`src/hdl/cpr_pkg.sv`:
```
// Shared constants and controller/datapath interface types for the clock
// page replacement block. No dependencies.

package cpr_pkg;

   localparam int SLOTS_DEFAULT     = 128;
   localparam int PAGE_BITS_DEFAULT = 8;

   // capacity register
   localparam int            CAPACITY_W     = 8;
   localparam logic [7:0]    CAPACITY_RESET = 8'd128;

   // controller -> datapath
   typedef struct packed {
      logic start;      // latch page, restart the search
      logic scan;       // read next filled slot
      logic hit;        // match found: set use bit, stage hit result
      logic fill;       // miss with free slot: write next slot
      logic sweep;      // clear use bit at hand, advance hand
      logic evict_rd;   // read victim page at hand
      logic evict_wr;   // overwrite victim, stage eviction result
      logic out_load;   // move staged result to output register
   } cpr_cmd_type;

   // datapath -> controller
   typedef struct packed {
      logic match;       // compared slot holds the page
      logic scan_more;   // filled slots left to read
      logic full;        // filled count has reached capacity
      logic use_at_hand; // use bit under the hand is set
   } cpr_status_type;

endpackage

```
`src/hdl/cpr_ram.sv`:
```
// Generic single-write, single-read RAM with registered read data.
// No dependencies.

module cpr_ram #(
   parameter int WIDTH = 8,
   parameter int DEPTH = 128
) (
   input  logic                     clock,
   input  logic                     wr_en,
   input  logic [$clog2(DEPTH)-1:0] wr_addr,
   input  logic [WIDTH-1:0]         wr_data,
   input  logic                     rd_en,
   input  logic [$clog2(DEPTH)-1:0] rd_addr,
   output logic [WIDTH-1:0]         rd_data
);

   logic [WIDTH-1:0] mem_ff [DEPTH];
   logic [WIDTH-1:0] rd_data_ff;

   always_ff @(posedge clock) begin
      if (wr_en) begin
         mem_ff[wr_addr] <= wr_data;
      end
      if (rd_en) begin
         rd_data_ff <= mem_ff[rd_addr];
      end
   end

   assign rd_data = rd_data_ff;

endmodule

```
`src/hdl/cpr_ctrl.sv`:
```
// Sequencing state machine for the clock page replacement block.
// Depends on cpr_pkg.

module cpr_ctrl import cpr_pkg::*; (
   input  logic           clock,
   input  logic           reset,
   input  logic           req_valid,
   output logic           req_stall,
   output logic           rsp_valid,
   input  logic           rsp_stall,
   output logic           csr_ready,
   input  cpr_status_type status,
   output cpr_cmd_type    cmd
);

   typedef enum logic [2:0] {
      IDLE,
      SCAN,
      SWEEP,
      EVICT,
      RESULT
   } state_type;

   state_type state_ff, state_in;
   logic      rsp_valid_ff, rsp_valid_in;

   always_comb begin
      state_in     = state_ff;
      cmd          = '0;
      rsp_valid_in = rsp_valid_ff & rsp_stall;
      unique case (state_ff)
         IDLE: begin
            if (req_valid) begin
               cmd.start = 1'b1;
               state_in  = SCAN;
            end
         end
         SCAN: begin
            if (status.match) begin
               cmd.hit  = 1'b1;
               state_in = RESULT;
            end else if (status.scan_more) begin
               cmd.scan = 1'b1;
            end else if (!status.full) begin
               cmd.fill = 1'b1;
               state_in = RESULT;
            end else begin
               state_in = SWEEP;
            end
         end
         SWEEP: begin
            if (status.use_at_hand) begin
               cmd.sweep = 1'b1;
            end else begin
               cmd.evict_rd = 1'b1;
               state_in     = EVICT;
            end
         end
         EVICT: begin
            cmd.evict_wr = 1'b1;
            state_in     = RESULT;
         end
         RESULT: begin
            // wait for the output register to drain
            if (!rsp_valid_ff || !rsp_stall) begin
               cmd.out_load = 1'b1;
               rsp_valid_in = 1'b1;
               state_in     = IDLE;
            end
         end
         default: state_in = IDLE;
      endcase
   end

   always_ff @(posedge clock) begin
      if (reset) begin
         state_ff     <= IDLE;
         rsp_valid_ff <= 1'b0;
      end else begin
         state_ff     <= state_in;
         rsp_valid_ff <= rsp_valid_in;
      end
   end

   assign req_stall = (state_ff != IDLE);
   assign csr_ready = (state_ff == IDLE);
   assign rsp_valid = rsp_valid_ff;

endmodule

```
`src/hdl/cpr_datapath.sv`:
```
// Datapath: page RAM, use bits, fill count, clock hand, capacity and
// result registers. Depends on cpr_pkg and cpr_ram.

module cpr_datapath import cpr_pkg::*; #(
   parameter int SLOTS     = SLOTS_DEFAULT,
   parameter int PAGE_BITS = PAGE_BITS_DEFAULT
) (
   input  logic                     clock,
   input  logic                     reset,
   input  logic                     cfg_we,
   input  logic [CAPACITY_W-1:0]    cfg_capacity,
   input  logic [PAGE_BITS-1:0]     page_number,
   input  cpr_cmd_type              cmd,
   output cpr_status_type           status,
   output logic                     out_hit,
   output logic [$clog2(SLOTS)-1:0] out_slot,
   output logic                     out_evicted_valid,
   output logic [PAGE_BITS-1:0]     out_evicted_page
);

   localparam int SLOT_W = $clog2(SLOTS);
   localparam int CNT_W  = $clog2(SLOTS + 1);
   localparam int CAP_W  = (CNT_W > CAPACITY_W) ? CNT_W : CAPACITY_W;

   logic [CNT_W-1:0]     cap_ff, cap_in;
   logic [CNT_W-1:0]     filled_ff;
   logic [SLOT_W-1:0]    hand_ff;
   logic [SLOTS-1:0]     use_ff;
   logic [PAGE_BITS-1:0] page_ff;
   logic [CNT_W-1:0]     scan_addr_ff;
   logic [SLOT_W-1:0]    cmp_idx_ff;
   logic                 cmp_valid_ff;

   logic                 res_hit_ff, res_ev_valid_ff;
   logic [SLOT_W-1:0]    res_slot_ff;
   logic [PAGE_BITS-1:0] res_ev_page_ff;

   logic                 rsp_hit_ff, rsp_ev_valid_ff;
   logic [SLOT_W-1:0]    rsp_slot_ff;
   logic [PAGE_BITS-1:0] rsp_ev_page_ff;

   logic [CAP_W-1:0]     cap_raw;
   logic [CNT_W-1:0]     hand_next;
   logic [SLOT_W-1:0]    fill_idx;
   logic                 ram_we, ram_re;
   logic [SLOT_W-1:0]    ram_waddr, ram_raddr;
   logic [PAGE_BITS-1:0] ram_rdata;

   // clamp capacity to 1..SLOTS
   always_comb begin
      cap_raw = reset ? CAP_W'(CAPACITY_RESET) : CAP_W'(cfg_capacity);
      if (cap_raw == '0) begin
         cap_in = CNT_W'(1);
      end else if (cap_raw > CAP_W'(SLOTS)) begin
         cap_in = CNT_W'(SLOTS);
      end else begin
         cap_in = CNT_W'(cap_raw);
      end
   end

   assign fill_idx  = filled_ff[SLOT_W-1:0];
   assign hand_next = CNT_W'(hand_ff) + CNT_W'(1);

   assign ram_we    = cmd.fill | cmd.evict_wr;
   assign ram_waddr = cmd.fill ? fill_idx : hand_ff;
   assign ram_re    = cmd.scan | cmd.evict_rd;
   assign ram_raddr = cmd.evict_rd ? hand_ff : scan_addr_ff[SLOT_W-1:0];

   cpr_ram #(
      .WIDTH (PAGE_BITS),
      .DEPTH (SLOTS)
   ) u_page_ram (
      .clock   (clock),
      .wr_en   (ram_we),
      .wr_addr (ram_waddr),
      .wr_data (page_ff),
      .rd_en   (ram_re),
      .rd_addr (ram_raddr),
      .rd_data (ram_rdata)
   );

   assign status.match       = cmp_valid_ff && (ram_rdata == page_ff);
   assign status.scan_more   = (scan_addr_ff < filled_ff);
   assign status.full        = (filled_ff == cap_ff);
   assign status.use_at_hand = use_ff[hand_ff];

   // control state
   always_ff @(posedge clock) begin
      if (reset || cfg_we) begin
         cap_ff    <= cap_in;
         filled_ff <= '0;
         hand_ff   <= '0;
         use_ff    <= '0;
      end else begin
         if (cmd.hit) begin
            use_ff[cmp_idx_ff] <= 1'b1;
         end
         if (cmd.fill) begin
            use_ff[fill_idx] <= 1'b1;
            filled_ff        <= filled_ff + CNT_W'(1);
         end
         if (cmd.sweep) begin
            use_ff[hand_ff] <= 1'b0;
            hand_ff         <= (hand_next >= cap_ff) ? '0 : hand_next[SLOT_W-1:0];
         end
         if (cmd.evict_wr) begin
            use_ff[hand_ff] <= 1'b1;
         end
      end
   end

   always_ff @(posedge clock) begin
      if (reset) begin
         cmp_valid_ff <= 1'b0;
      end else if (cmd.start) begin
         cmp_valid_ff <= 1'b0;
      end else if (cmd.scan) begin
         cmp_valid_ff <= 1'b1;
      end
   end

   // payload registers
   always_ff @(posedge clock) begin
      if (cmd.start) begin
         page_ff      <= page_number;
         scan_addr_ff <= '0;
      end
      if (cmd.scan) begin
         cmp_idx_ff   <= scan_addr_ff[SLOT_W-1:0];
         scan_addr_ff <= scan_addr_ff + CNT_W'(1);
      end
      if (cmd.hit) begin
         res_hit_ff      <= 1'b1;
         res_slot_ff     <= cmp_idx_ff;
         res_ev_valid_ff <= 1'b0;
         res_ev_page_ff  <= '0;
      end
      if (cmd.fill) begin
         res_hit_ff      <= 1'b0;
         res_slot_ff     <= fill_idx;
         res_ev_valid_ff <= 1'b0;
         res_ev_page_ff  <= '0;
      end
      if (cmd.evict_wr) begin
         res_hit_ff      <= 1'b0;
         res_slot_ff     <= hand_ff;
         res_ev_valid_ff <= 1'b1;
         res_ev_page_ff  <= ram_rdata;
      end
      if (cmd.out_load) begin
         rsp_hit_ff      <= res_hit_ff;
         rsp_slot_ff     <= res_slot_ff;
         rsp_ev_valid_ff <= res_ev_valid_ff;
         rsp_ev_page_ff  <= res_ev_page_ff;
      end
   end

   assign out_hit           = rsp_hit_ff;
   assign out_slot          = rsp_slot_ff;
   assign out_evicted_valid = rsp_ev_valid_ff;
   assign out_evicted_page  = rsp_ev_page_ff;

endmodule

```
`src/hdl/clock_page_replacement.sv`:
```
// Top level of the clock (second-chance) page replacement store.
// Depends on cpr_pkg, cpr_ctrl, cpr_datapath and cpr_ram.

// One page reference per req transaction, one rsp transaction per reference,
// in order. Pages sit in a single-port-read RAM, so the lookup reads filled
// slots one per cycle starting at slot 0. A hit or a miss with free slots
// then loads the result register. A miss on a full store reads every filled
// slot, then sweeps the clock hand one slot per cycle (clearing set use bits,
// at most capacity of them), then reads the victim and overwrites it. The next
// reference is accepted in the cycle after the result is loaded. The scan
// over the page RAM and the hand sweep set the rate. One reference is in
// flight at a time; a finished result waits in the rsp output register, so
// the next reference is accepted while the previous result is still stalled.
// A csr transaction writes the capacity (0 acts as 1, above SLOTS acts as
// SLOTS) and empties the store; csr_ready is high whenever no reference is
// being worked on. After reset capacity is 128 (clamped to SLOTS) and the
// store is empty; no clearing pass is needed.

module clock_page_replacement import cpr_pkg::*; #(
   parameter int SLOTS     = SLOTS_DEFAULT,
   parameter int PAGE_BITS = PAGE_BITS_DEFAULT
) (
   input  logic                     clock,
   input  logic                     reset,
   // reference channel
   input  logic                     req_valid,
   output logic                     req_stall,
   input  logic [PAGE_BITS-1:0]     req_page_number,
   // result channel
   output logic                     rsp_valid,
   input  logic                     rsp_stall,
   output logic                     rsp_hit,
   output logic [$clog2(SLOTS)-1:0] rsp_slot,
   output logic                     rsp_evicted_valid,
   output logic [PAGE_BITS-1:0]     rsp_evicted_page,
   // capacity register write
   input  logic                     csr_valid,
   output logic                     csr_ready,
   input  logic [CAPACITY_W-1:0]    csr_capacity
);

   cpr_cmd_type    cmd;
   cpr_status_type status;
   logic           cfg_we;

   // capacity write completes on valid and ready
   assign cfg_we = csr_valid & csr_ready;

   cpr_ctrl u_ctrl (
      .clock     (clock),
      .reset     (reset),
      .req_valid (req_valid),
      .req_stall (req_stall),
      .rsp_valid (rsp_valid),
      .rsp_stall (rsp_stall),
      .csr_ready (csr_ready),
      .status    (status),
      .cmd       (cmd)
   );

   cpr_datapath #(
      .SLOTS     (SLOTS),
      .PAGE_BITS (PAGE_BITS)
   ) u_datapath (
      .clock             (clock),
      .reset             (reset),
      .cfg_we            (cfg_we),
      .cfg_capacity      (csr_capacity),
      .page_number       (req_page_number),
      .cmd               (cmd),
      .status            (status),
      .out_hit           (rsp_hit),
      .out_slot          (rsp_slot),
      .out_evicted_valid (rsp_evicted_valid),
      .out_evicted_page  (rsp_evicted_page)
   );

endmodule
```
`config.mk`:
```
export PLATFORM = sky130hd
export DESIGN_NAME = clock_page_replacement
export DESIGN_NICKNAME = d
export VERILOG_FILES = /design/src/hdl/cpr_pkg.sv /design/src/hdl/cpr_ram.sv /design/src/hdl/cpr_ctrl.sv /design/src/hdl/cpr_datapath.sv /design/src/hdl/clock_page_replacement.sv
export SDC_FILE = /design/constraint.sdc
export NUM_CORES = 2
export LEC_CHECK = 0
export BUFFER_PORTS_ARGS = -buffer_cell sky130_fd_sc_hd__buf_2
export CELL_PAD_IN_SITES_DETAIL_PLACEMENT = 1
export CELL_PAD_IN_SITES_GLOBAL_PLACEMENT = 1
export CORE_AREA = 5 5 279 349
export DETAILED_ROUTE_END_ITERATION = 12
export DIE_AREA = 0 0 284 354
export PLACE_DENSITY_LB_ADDON = 0.1
export SYNTH_ARGS = -nofsm -noshare
export SYNTH_HDL_FRONTEND = slang
export SYNTH_SLANG_ARGS = --single-unit
```
`constraint.sdc`:
```
create_clock -name clock -period 14.8 [get_ports clock]
set_input_delay 2.22 -clock clock [delete_from_list [all_inputs] [get_ports clock]]
set_output_delay 2.22 -clock clock [all_outputs]
set_load 0.05 [all_outputs]
```
==> impl_metrics.tcl <==
set metrics [dict create \
    cp.required_ns 15.18 \
    finalClockSkew_ns 0.03303 \
    cts_tree "built" \
    synth_edf_count 1095 \
    cts_max_level 3 \
    critPathMaxStageDelay_ns 1.05 \
    die_x_um 284 \
    grt_util_all_layers_pct 37.61 \
    synth_area_um2 52960 \
    wl_per_cell_um 36.73 \
    use_met3_pct 7.746 \
    layout_commonest_cell "edfxtp_1" \
    async_flop_share_pct 0 \
    drt_iter0_drc 4963 \
    grt_antenna_before_repair 1 \
    gr-usage-met1_pct 44.21 \
    power_density_nw_per_um2 136.8 \
    die_area_um2 100500 \
    finalCritPeriodShare_pct 59.28 \
    holdBufCountCts 0 \
    cts_buffers 118 \
    ys_seq_area_share_pct 67.75 \
    start_util_pct 56.46 \
    hold_class "reg -> reg" \
    cp_top_family "buffers and inverters" \
    setup_viol 0 \
    grt_pass1_vias 40170 \
    grt_max_degree 147 \
    drive_gt1_share_pct 11.36 \
    postCtsSetupRepairBufs 0 \
    ys_warn_count 0 \
    place_congestion 0.9708 \
    max-vdd-ir-drop_mv 0.1471 \
    worstSetupPathType "reg -> reg" \
    synth-seq-cells 1245 \
    row_count 126 \
    cts.sinks 1245 \
    fin_setup_tns_ns 0 \
    antenna_cells 0 \
    top_usage_layer "met2" \
    start_kind "flop" \
    holdWs_ns 0.4257 \
    max_slew_margin_pct 6.193 \
    synthFlopType "edfxtp_1" \
    clock_path_buffers 3 \
    end_kind "flop" \
    use_met2_pct 62.22 \
    worstMarginPinSlew_ns 1.404 \
    n_fill_cell 8787 \
    drc 0 \
    maxCapViolCount 0 \
    cts.clk_slew.worst_paths_ns 0.07 \
    syn_inst 3962 \
    drt_pass1_iterations 6 \
    die_h_um 354 \
    status "completed" \
    nets 4005 \
    clockRootBuffer "clkbuf_16" \
    crit_path_top_delay_cell "o41ai_1" \
    final_max_slew_viol_count 0 \
    antenna_left 0 \
    dpl.hpwl_mm 120.1 \
    fin_cells 5283 \
    cts_resized 0 \
    arrival_ns 9.15 \
    num_io_pins 41 \
    crit_fanout 146 \
    layout_min_cycle_time_ns 8.774 \
    grt-ovfl-total 0 \
    design.core.area_um2 93800 \
    syn-num-nets 4001 \
    rsz0062_at_grt "false" \
    routed_wl_mm 194.0 \
    crit_buf_inv 5 \
    clock_latency_ns 0.72 \
    vias_per_cell 7.197 \
    path_cells "buf_4 -> buf_4 -> mux2i_1 -> o22ai_1 -> o21ai_0 -> a41oi_1 -> nor4_4 -> buf_4 -> nand3_2 -> nand2_8 -> buf_4 -> buf_12 -> mux4_2 -> a211o_1 -> o41ai_1 -> a41oi_1" \
    io_buffers 40 \
    grt_pass1_wl_mm 278.4 \
    vias 38020 \
    leakage_uw 0.01870 \
    max_freq_mhz 114.0 \
    synthDistinctLibCells 82 \
    crit_path_frequent_cell "buf_4" \
    syn_avg_cell_area_um2 13.37 \
    areaGrowthSynthToFinish_pct 10.94 \
    dp_cells 5062 \
    finalHoldViolCount 0 \
    final_cell_mix "edfxtp_1, nand2_1, nor2_1, mux2i_1, a21oi_1" \
]
final cells by class:
| type | instances | area, µm² | area share [%] |
|---|---|---|---|
| Clock buffer | 132 | 3027 | 5.151 |
| Clock inverter | 89 | 967.2 | 1.646 |
| Inverter | 39 | 147.6 | 0.2513 |
| Multi-Input combinational cell | 2422 | 16230 | 27.62 |
| Sequential cell | 1245 | 35890 | 61.08 |
| Tap cell | 1216 | 1521 | 2.590 |
| Timing Repair Buffer | 140 | 975.9 | 1.661 |
cell usage after synthesis (all sizes together) (27+ instances only):
| cell type | n | area [µm²] |
|---|---|---|
| a211oi | 31 | 232.7 |
| a21oi | 262 | 1311 |
| a221o | 48 | 480.5 |
| a221oi | 65 | 569.3 |
| a22oi | 27 | 202.7 |
| buf | 80 | 417.9 |
| clkbuf | 176 | 660.6 |
| dfxtp | 150 | 3003 |
| edfxtp | 1095 | 32880 |
| inv | 35 | 131.4 |
| mux2i | 283 | 2836 |
| mux4 | 55 | 1239 |
| nand2 | 380 | 1436 |
| nand3 | 129 | 650.6 |
| nor2 | 341 | 1287 |
| nor3 | 38 | 206.5 |
| nor4 | 31 | 200.2 |
| o21a | 46 | 345.3 |
| o21ai | 181 | 924.6 |
| o22a | 27 | 236.5 |
| o22ai | 103 | 644.4 |
cell families (layout without fill, tap and decap cells):
logic type               after synthesis  in the layout  synth area share, %
AND/OR/NAND/NOR                     1063           1063                8.975
buffers and inverters                295            400                2.313
flip-flops                          1245           1245                67.75
multiplexers                         360            360                8.162
XOR/XNOR                              33             33               0.5457
AO/OA/AOI/OAI                        948            948                11.82
adder cells (fa/ha/maj)               18             18               0.4252
worst register-to-register path, cell delays in order (launching register included):
cell and delay [ns]:
dfxtp_4 0.54, buf_4 0.58, buf_4 0.75, mux2i_1 0.29, o22ai_1 0.11, o21ai_0 0.57, a41oi_1 0.34, nor4_4 0.23
buf_4 0.34, nand3_2 0.24, nand2_8 0.51, buf_4 0.92, buf_12 0.71, mux4_2 0.66, a211o_1 0.33, o41ai_1 1.05
a41oi_1 0.29
per-stage QoR:
step	worst slack (ns)	instance area, µm²	total power, µW	util, %
final	6.026	58750	8035	62.64
after global routing	5.792	58750	8230	62.64
after CTS	6.331	58750	8012	62.64
after detailed placement	6.427	54760	4895	58.38
after global placement	6.504	54760	4860	58.38
after floorplan	10.09	52960	4503	-
report_power, final:
group | internal (µW) | total (µW) | switching, µW
Combinational | 259 | 940 | 681
Sequential | 3880 | 3910 | 33.0
Clock | 1790 | 3180 | 1390
Total | 5930 | 8030 | 2110
worst paths after layout:
path,startpoint,end,slack [ns],cells after the start
setup reg to reg,u_datapath.hand_ff[0]$_SDFFE_PP0P_,u_datapath.u_page_ram.rd_data[5]$_DFFE_PP_,6.03,16
hold / removal,u_datapath.res_slot_ff[5]$_DFFE_PP_,u_datapath.out_slot[5]$_DFFE_PP_,0.43,0
setup / recovery,u_datapath.hand_ff[0]$_SDFFE_PP0P_,u_datapath.u_page_ram.rd_data[5]$_DFFE_PP_,6.03,16
hold reg to reg,u_datapath.res_slot_ff[5]$_DFFE_PP_,u_datapath.out_slot[5]$_DFFE_PP_,0.43,0
per-layer routing:
layer  share of wire (%)  vias up
met5                   0        -
met2                  48     2529
li1                    -    15360
met3                 9.5      841
met1                  34    19300
met4                 8.6        0
sequential cells by signal (all words and copies together) (netlist names):
register and flops:
u_datapath.u_page_ram.mem_ff 1024, u_datapath.use_ff 128, u_datapath.cap_ff 8, u_datapath.filled_ff 8
u_datapath.out_evicted_page 8, u_datapath.page_ff 8, u_datapath.res_ev_page_ff 8, u_datapath.scan_addr_ff 8
u_datapath.u_page_ram.rd_data 8, u_datapath.cmp_idx_ff 7, u_datapath.hand_ff 7, u_datapath.out_slot 7
u_datapath.res_slot_ff 7, u_ctrl.state_ff 3, u_ctrl.rsp_valid 1, u_datapath.cmp_valid_ff 1
u_datapath.out_evicted_valid 1, u_datapath.out_hit 1, u_datapath.res_ev_valid_ff 1, u_datapath.res_hit_ff 1
Power figures use the tool's default switching activity.
